File: config.mk
export PLATFORM = sky130hd
export DESIGN_NAME = exponential_moving_average_core
export DESIGN_NICKNAME = d
export VERILOG_FILES = /design/src/design/ema_pkg.sv /design/src/design/exponential_moving_average_core.sv
export SDC_FILE = /design/constraint.sdc
export NUM_CORES = 1
export LEC_CHECK = 0
export BUFFER_PORTS_ARGS = -buffer_cell sky130_fd_sc_hd__buf_2
export CORE_ASPECT_RATIO = 1.1
export CORE_MARGIN = 2
export CORE_UTILIZATION = 40
export CTS_CLUSTER_SIZE = 40
export DETAILED_ROUTE_END_ITERATION = 10
export GPL_ROUTABILITY_DRIVEN = 0
export RECOVER_POWER = 25
export SLEW_MARGIN = 20
export SYNTH_ARGS = -nofsm -noshare
export SYNTH_HDL_FRONTEND = slang
export SYNTH_SLANG_ARGS = --single-unit
File: constraint.sdc
create_clock -name clk -period 7.9 [get_ports clk]
set_input_delay 0 -clock clk [delete_from_list [all_inputs] [get_ports clk]]
set_output_delay 0 -clock clk [all_outputs]
set_load 0.01 [all_outputs]
File: src/design/ema_pkg.sv
// Shared constants for the exponential moving average core.
package ema_pkg;

  localparam int FRACTION_BITS_DEF = 16;
  localparam int WINDOW_BITS_DEF   = 24;

  localparam int PADDR_BITS = 4;
  localparam int PDATA_BITS = 32;
  localparam int REG_BITS   = 2;

  localparam logic [REG_BITS-1:0] REG_SAMPLE_FORMAT  = 2'd0;
  localparam logic [REG_BITS-1:0] REG_STEREO_MODE    = 2'd1;
  localparam logic [REG_BITS-1:0] REG_WINDOW_SAMPLES = 2'd2;

  localparam logic [1:0] FMT_U8  = 2'd0;
  localparam logic [1:0] FMT_S16 = 2'd1;
  localparam logic [1:0] FMT_S32 = 2'd2;

  localparam logic [1:0] FORMAT_RESET = FMT_S16;

endpackage

File: src/design/exponential_moving_average_core.sv
// Exponential moving average core: one average per channel, serial divider.
// Each accepted sample passes through the states S_DIFF, S_DIV, S_ACC, S_ROUND and S_EMIT
// in that order; the divider retires one quotient bit per cycle in S_DIV.
// A new sample word is stalled until the last one's result is emitted; a stalled result
// holds S_EMIT, and so the input, for as long as it waits.
// Reset: both averages and the channel toggle clear, registers return to defaults.
module exponential_moving_average_core #(
  parameter int FRACTION_BITS = ema_pkg::FRACTION_BITS_DEF,
  parameter int WINDOW_BITS   = ema_pkg::WINDOW_BITS_DEF
) (
  input  logic                           clk,
  input  logic                           rst,
  input  logic                           psel,
  input  logic                           penable,
  input  logic                           pwrite,
  input  logic [ema_pkg::PADDR_BITS-1:0] paddr,
  input  logic [ema_pkg::PDATA_BITS-1:0] pwdata,
  output logic [ema_pkg::PDATA_BITS-1:0] prdata,
  output logic                           pready,
  input  logic                           sample_valid,
  output logic                           sample_stall,
  input  logic signed [31:0]             sample,
  output logic                           result_valid,
  input  logic                           result_stall,
  output logic signed [31:0]             smoothed,
  output logic                           channel
);
  import ema_pkg::*;

  localparam int AVG_BITS  = 33 + FRACTION_BITS;
  localparam int DIFF_BITS = AVG_BITS + 1;
  localparam int CNT_BITS  = $clog2(AVG_BITS);
  localparam logic [CNT_BITS-1:0] CNT_LAST = CNT_BITS'(AVG_BITS - 1);
  localparam logic signed [AVG_BITS-1:0] ROUND_BIAS =
    AVG_BITS'((64'd1 << FRACTION_BITS) - 64'd1);

  typedef enum logic [2:0] {S_IDLE, S_DIFF, S_DIV, S_ACC, S_ROUND, S_EMIT} state_t;

  state_t                      state;
  logic [1:0]                  sample_format;
  logic                        stereo_mode;
  logic [WINDOW_BITS-1:0]      window_samples;
  logic signed [AVG_BITS-1:0]  average_left;
  logic signed [AVG_BITS-1:0]  average_right;
  logic                        next_is_right;
  logic signed [31:0]          x_reg;
  logic                        chan_reg;
  logic                        neg;
  logic [AVG_BITS-1:0]         dvd;
  logic [WINDOW_BITS-1:0]      rem;
  logic [CNT_BITS-1:0]         cnt;
  logic signed [AVG_BITS-1:0]  acc_reg;
  logic signed [31:0]          res_reg;

  logic                        cfg_write;
  logic                        in_accept;
  logic                        in_chan;
  logic signed [31:0]          x_in;
  logic [WINDOW_BITS-1:0]      divisor;
  logic [WINDOW_BITS:0]        trial;
  logic [WINDOW_BITS:0]        trial_sub;
  logic                        trial_ge;
  logic signed [AVG_BITS-1:0]  avg_sel;
  logic signed [DIFF_BITS-1:0] avg_ext;
  logic signed [DIFF_BITS-1:0] x_scaled;
  logic signed [DIFF_BITS-1:0] diff;
  logic signed [DIFF_BITS-1:0] diff_mag;
  logic signed [DIFF_BITS-1:0] quot;
  logic signed [DIFF_BITS-1:0] sum;
  logic signed [AVG_BITS-1:0]  biased;
  logic signed [AVG_BITS-1:0]  shifted;
  logic signed [32:0]          ipart;
  logic signed [32:0]          lo;
  logic signed [32:0]          hi;
  logic signed [31:0]          clamped;

  assign pready       = 1'b1;
  assign cfg_write    = psel && penable && pwrite;
  assign sample_stall = (state != S_IDLE);
  assign in_accept    = sample_valid && !sample_stall;
  assign in_chan      = stereo_mode && next_is_right;

  always_comb begin
    case (paddr[REG_BITS+1:2])
      REG_SAMPLE_FORMAT:  prdata = PDATA_BITS'(sample_format);
      REG_STEREO_MODE:    prdata = PDATA_BITS'(stereo_mode);
      REG_WINDOW_SAMPLES: prdata = PDATA_BITS'(window_samples);
      default:            prdata = '0;
    endcase
  end

  always_comb begin
    case (sample_format)
      FMT_U8:  x_in = {24'd0, sample[7:0]};
      FMT_S16: x_in = {{16{sample[15]}}, sample[15:0]};
      default: x_in = sample;
    endcase
  end

  assign divisor   = (window_samples == '0) ? WINDOW_BITS'(1) : window_samples;
  assign trial     = {rem, dvd[AVG_BITS-1]};
  assign trial_sub = trial - {1'b0, divisor};
  assign trial_ge  = (trial >= {1'b0, divisor});

  assign avg_sel  = chan_reg ? average_right : average_left;
  assign avg_ext  = DIFF_BITS'(avg_sel);
  assign x_scaled = DIFF_BITS'(x_reg) <<< FRACTION_BITS;
  assign diff     = x_scaled - avg_ext;
  assign diff_mag = diff[DIFF_BITS-1] ? -diff : diff;
  assign quot     = neg ? -$signed({1'b0, dvd}) : $signed({1'b0, dvd});
  assign sum      = avg_ext + quot;

  assign biased  = acc_reg + (acc_reg[AVG_BITS-1] ? ROUND_BIAS : '0);
  assign shifted = biased >>> FRACTION_BITS;
  assign ipart   = shifted[32:0];

  always_comb begin
    case (sample_format)
      FMT_U8: begin
        lo = 33'sd0;
        hi = 33'sd255;
      end
      FMT_S16: begin
        lo = -33'sd32768;
        hi = 33'sd32767;
      end
      default: begin
        lo = -33'sd2147483648;
        hi = 33'sd2147483647;
      end
    endcase
    if (ipart < lo) begin
      clamped = lo[31:0];
    end else if (ipart > hi) begin
      clamped = hi[31:0];
    end else begin
      clamped = ipart[31:0];
    end
  end

  always_ff @(posedge clk) begin
    if (rst) begin
      state          <= S_IDLE;
      sample_format  <= FORMAT_RESET;
      stereo_mode    <= 1'b0;
      window_samples <= WINDOW_BITS'(1);
      average_left   <= '0;
      average_right  <= '0;
      next_is_right  <= 1'b0;
      result_valid   <= 1'b0;
    end else begin
      if (cfg_write) begin
        case (paddr[REG_BITS+1:2])
          REG_SAMPLE_FORMAT:  sample_format  <= pwdata[1:0];
          REG_STEREO_MODE:    stereo_mode    <= pwdata[0];
          REG_WINDOW_SAMPLES: window_samples <= pwdata[WINDOW_BITS-1:0];
          default: ;
        endcase
      end
      if (result_valid && !result_stall && state != S_EMIT) begin
        result_valid <= 1'b0;
      end
      case (state)
        S_IDLE: begin
          if (in_accept) begin
            x_reg         <= x_in;
            chan_reg      <= in_chan;
            next_is_right <= stereo_mode && !in_chan;
            state         <= S_DIFF;
          end
        end
        S_DIFF: begin
          neg   <= diff[DIFF_BITS-1];
          dvd   <= diff_mag[AVG_BITS-1:0];
          rem   <= '0;
          cnt   <= '0;
          state <= S_DIV;
        end
        S_DIV: begin
          rem <= trial_ge ? trial_sub[WINDOW_BITS-1:0] : trial[WINDOW_BITS-1:0];
          dvd <= {dvd[AVG_BITS-2:0], trial_ge};
          cnt <= cnt + CNT_BITS'(1);
          if (cnt == CNT_LAST) begin
            state <= S_ACC;
          end
        end
        S_ACC: begin
          acc_reg <= sum[AVG_BITS-1:0];
          if (chan_reg) begin
            average_right <= sum[AVG_BITS-1:0];
          end else begin
            average_left <= sum[AVG_BITS-1:0];
          end
          state <= S_ROUND;
        end
        S_ROUND: begin
          res_reg <= clamped;
          state   <= S_EMIT;
        end
        S_EMIT: begin
          if (!result_valid || !result_stall) begin
            result_valid <= 1'b1;
            smoothed     <= res_reg;
            channel      <= chan_reg;
            state        <= S_IDLE;
          end
        end
        default: state <= S_IDLE;
      endcase
    end
  end

  a_accept_starts: assert property (@(posedge clk) disable iff (rst)
    in_accept |=> state == S_DIFF)
    else $error("accepted sample did not start the datapath");

  a_div_ends: assert property (@(posedge clk) disable iff (rst)
    (state == S_DIV && cnt == CNT_LAST) |=> state == S_ACC)
    else $error("divider did not finish after its last step");

  a_valid_source: assert property (@(posedge clk) disable iff (rst)
    $rose(result_valid) |-> $past(state) == S_EMIT)
    else $error("result word raised outside the emit step");

  a_avg_hold: assert property (@(posedge clk) disable iff (rst)
    state != S_ACC |=> $stable(average_left) && $stable(average_right))
    else $error("channel average changed outside the update step");

endmodule
[Word level (Yosys, flattened, before mapping)]
Index checks and enable logic that the tools add are counted.
Word-level totals
  input port bits: 75
  output and inout port bits: 68
  flip-flop bits (word level): 357
  logic and storage cells: 96
Cells by class
  add/subtract/negate cells: 7
  reduce and logical (&&, ||, !) cells: 31
  $lt $le $gt $ge: 3
  mux-type cells: 22
  equal/unequal tests: 13
  bitwise logic cells: 2
Operators by type and width (number)
  49-bit 2-to-1 mux: 3
  49-bit negator: 2
  49-bit case mux with 2 select lines: 1
  24-bit case mux with 3 select lines: 1
  33-bit case mux with 2 select lines: 1
  32-bit 2-to-1 mux: 2
  32-bit case mux with 2 select lines: 1
  31-bit case mux with 2 select lines: 1
  48-bit by 49-bit subtractor with 50-bit output: 1
  49-bit by 16-bit adder with 49-bit output: 1
  49-bit adder: 1
  24-bit 2-to-1 mux: 2
  24-bit case mux with 2 select lines: 1
  33-bit > comparator: 1
  33-bit < comparator: 1
  25-bit by 24-bit >= comparator with 1-bit output: 1
  24-bit zero test: 1
  24-bit subtractor: 1
  2-bit AND reduction: 10
  3-bit case mux with 6 select lines: 1
  16-bit 2-to-1 mux: 1
  6-bit case mux with 2 select lines: 1
  3-bit 2-to-1 mux: 3
  3-bit AND reduction: 3
  other kinds (18): 36

[Depth between registers and ports, before layout]
  depth in word-level cells: 6
  depth in mapped cells: 27
  gate-level depth less buffers: 26

[Worst setup path before layout]
No wires, ideal clock.
  path kind: flip-flop to flip-flop
  start point: register state[0]
  end point: register cnt[0], enable pin
  cell stages (with the launch flop): 4
  period minus slack after synthesis: 6646 ps
  path slack: 1254 ps
  arrival: 6033 ps
  library setup time: 613 ps
  path buffers: 1
  data required time: 7287 ps
  path through: dfxtp_1 clkbuf_1 xnor2_1 nor3_1
Between the ends
  longest elaborated chain between the ends: 3
  elaborated cells on any way between the ends: 4
  those cells by class: 2 x eq/ne; 2 x reduce/logical
Ends and longest elaborated chain
  start, declared: line exponential_moving_average_core.sv:39  | state_t state;
  start signal, assigned: line exponential_moving_average_core.sv:143  | state <= S_IDLE;
  start signal, assigned: line exponential_moving_average_core.sv:169  | state <= S_DIFF;
  start signal, assigned: line exponential_moving_average_core.sv:177  | state <= S_DIV;
  3-bit by 2-bit equality test with 1-bit output or 3-bit by 1-bit equality test with 1-bit output (tied branches): line exponential_moving_average_core.sv:163  | case (state)
  2-bit nonzero test (no line) (*)
  2-bit AND reduction (no line) (*)
  end signal, assigned: line exponential_moving_average_core.sv:182  | cnt <= cnt + CNT_BITS'(1);
  end, declared: line exponential_moving_average_core.sv:51  | logic [CNT_BITS-1:0] cnt;
Every way passes the cells marked *; elsewhere a longest branch is shown, timed or not.
A chain may end at the register's enable or synchronous reset.

[Final worst setup path]
  start point: register acc_reg[48]
  end point: register res_reg[24] (data pin)
Between the ends
  longest elaborated chain between the ends: 5
  elaborated cells on any way between the ends: 6
  those cells by class: 1 x add/sub; 2 x order compare; 3 x mux
Ends and longest elaborated chain
  start, declared: line exponential_moving_average_core.sv:52  | logic signed [AVG_BITS-1:0] acc_reg;
  start signal, assigned: line exponential_moving_average_core.sv:188  | acc_reg <= sum[AVG_BITS-1:0];
  16-bit 2-to-1 mux: line exponential_moving_average_core.sv:113  | assign biased = acc_reg + (acc_reg[AVG_BITS-1] ? ROUND_BIAS : '0);
  49-bit by 16-bit adder with 49-bit output (*): line exponential_moving_average_core.sv:113
  33-bit > comparator: line exponential_moving_average_core.sv:134  | end else if (ipart > hi) begin
  32-bit 2-to-1 mux: line exponential_moving_average_core.sv:134
  32-bit 2-to-1 mux (*): line exponential_moving_average_core.sv:132  | if (ipart < lo) begin
  named net clamped[24]: line exponential_moving_average_core.sv:75  | logic signed [31:0] clamped;
  end signal, assigned: line exponential_moving_average_core.sv:197  | res_reg <= clamped;
  end, declared: line exponential_moving_average_core.sv:53  | logic signed [31:0] res_reg;
Mark *: on every way through the listed nets, which the timed path passes. The rest lies on a longest branch.

==> run metrics <==
Mapped Cells=2,713; grt ovf=0; initial antenna violation count=0; Max Fclk=148 MHz; RSZ-0062 raised after global routing=no; # IOs=143; IO Port Bufs=123; GRT Util Overall=0.205; commonest cells after routing, fill and taps aside=nand2_1 (381), a21oi_1 (278), edfxtp_1 (227), nor2_1 (168), ha_1 (165); max incr delay on CP=680 ps; full die area=62,400 um2; met1 GRT Util=0.255; DP HPWL=49,000 um; clock skew=21.4 ps; CTS root buffer=clkbuf_16; Critical Path RT=8190 ps; Synth Cell Area=24,200 um2; ys async rst share=0; Slowest cell on crit path=edfxtp_1; number of antenna diodes=0; post-route minimum period=6770 ps; Via Count=20,500; yosys warns=0; Leakage=11.0 nW; crit end category=flip-flop; Max Cap Viol=3; setup ws final=1130 ps; die height=262 um; met3 Resource Use GR=0.0234; vias in the first global route=20,000; Clock Pin Slew Worst Setup and Hold Paths=60 ps; DRT Pass-1 Iters=8; Final Slew Violations=161; failing checks=capacitance limit, slew limit; syn avg cell area=8.91 um2; Max-slew headroom=-1.22; final worst path period share=0.858; first-pass GRT wire length=103,000 um; Worst Hold Class=in -> reg; synth unique cells=99; largest net degree at the start of global routing=70; Wirelength per Cell=17.7 um; Worst Tran Pin Value=3330 ps; worst skew pair latency=590 ps; Max VDD drop=0.172 mV; Setup TNS=0 ps; H-tree depth=2; nets@finish=3,115; ANT nets after route=0; flip-flop and latch count after synthesis=357; CP Launch Type=flip-flop; critical path class=reg -> reg; Worst Path Arrival=7070 ps; power per cell area=238 nW/um2; worst slack, placed=1080 ps; DR DRC count=0; initial core utilization=0.404; Synth area leaders=edfxtp_1 (28%), dfxtp_1 (11%), ha_1 (8.5%); Seq/Total Area, Yosys=0.390; Buf/Inv on CP=2; Starting DRT DRC Count=1,495; clk buf depth=3; delay-heaviest family, CP=compound AO/OA/AOI/OAI gates; clk sinks=357; Post-synth EDFFs=227; Core Box Area=59,700 um2; status=finished with violations; most common cell after layout, fill and taps aside=nand2_1; final WL=65,200 um; # rows=94; Horiz. Die Dim=238 um; final setup fails=0; layout cells sized above 1=0.0798; grt met2 use=0.367; CTS tree=done; Most common cell on crit path=o21ai_0; Area Growth Syn to Fin=14.2%; Final Hold Fails=0; Synth Flop Type=edfxtp_1; Num CTS Buffers=44; post-synth top area share=0.282; PostCTS Resize Cnt=0; GRT Max-Usage Layer=met2; vias per cell=5.57; cell taking the most area after synthesis=edfxtp_1; CP max FO=20
==> what timing repair did <==
| action | CTS | global route |
|---|---|---|
| hold endpoints to repair | 65 | 0 |
| setup buffers | 0 | 0 |
| hold buffers | 79 | 0 |
==> cell usage after synthesis, types with 9 or more instances <==
cell type,instances
a211oi_1,24
a21o_1,76
a21oi_1,278
a31oi_1,23
and2_1,46
and3_1,27
and4_1,11
buf_1,11
buf_4,9
clkbuf_1,93
dfxtp_1,130
edfxtp_1,227
ha_1,165
inv_1,151
mux2i_1,63
nand2_1,381
nand2b_1,17
nand3_1,54
nand4_1,41
nor2_1,173
nor2b_1,27
nor3_1,28
nor3b_1,14
nor4_1,22
o211ai_1,21
o21a_1,13
o21ai_0,129
o21bai_1,16
o31ai_1,27
o41ai_1,11
or2_2,12
or3_1,23
or4_1,15
xnor2_1,148
xor2_1,69
==> power by group <==
part	total (mW)	leakage, nW	switching, mW	internal [mW]
Sequential	2.44	3.13	0.154	2.28
Clock	1.96	0.678	0.817	1.14
Combinational	2.17	7.15	1.35	0.823
Total	6.57	11.0	2.32	4.25
==> worst reg2reg max path: cells and delay by family, from the launching register on <==
family          cells  cell delay, ps
compound gates     12            2690
simple gates        9            1910
fa+ha+maj           2             720
flops               1             680
buf+inv             2             270
xor+xnor            1             210
==> layer usage <==
metal	up-vias	share of wire
li1	10000	-
met1	9682	0.43
met2	612	0.49
met3	146	0.052
met4	0	0.034
met5	-	0
==> cell families (layout without fill, tap and decap cells) <==
family	after synthesis	in the layout	synth area share
AND/OR/NAND/NOR	919	919	0.184
AO/OA/AOI/OAI	699	699	0.180
flip-flops	357	357	0.390
buffers and inverters	274	463	0.0452
XOR/XNOR	222	222	0.0825
adder cells (fa/ha/maj)	167	167	0.0871
multiplexers	73	73	0.0310
other	2	9	0.000311
==> final cells by class <==
class,instances,area (um2)
timing repair buffer,228,1520
clock inverter,16,175
multi-input combinational,2089,13700
sequential,357,9420
clock buffer,66,1210
fill,5752,32200
inverter,153,574
tap,768,961
==> worst paths after layout <==
path / endpoint / start / slack (ps) / cells after the start
setup / recovery: res_reg[24] / acc_reg[48] / 1130 / 26
setup reg to reg: res_reg[24] / acc_reg[48] / 1130 / 26
hold reg to reg: smoothed[15] / res_reg[15] / 410 / 0
hold / removal: sample_format[0] / penable / 30 / 5
==> through the flow <==
stage	std cells	cell area [um2]	hold slack [ps]	power [mW]	utilization
floorplan	2720	24200	98.9	4.06	-
global placement	3516	25500	190	4.54	0.427
detailed placement	3516	25500	187	4.59	0.427
CTS	3677	27700	12.3	6.60	0.463
global route	3677	27600	41.0	6.94	0.462
finish	3677	27600	29.5	6.57	0.462
(Power assumes the default switching activity.)
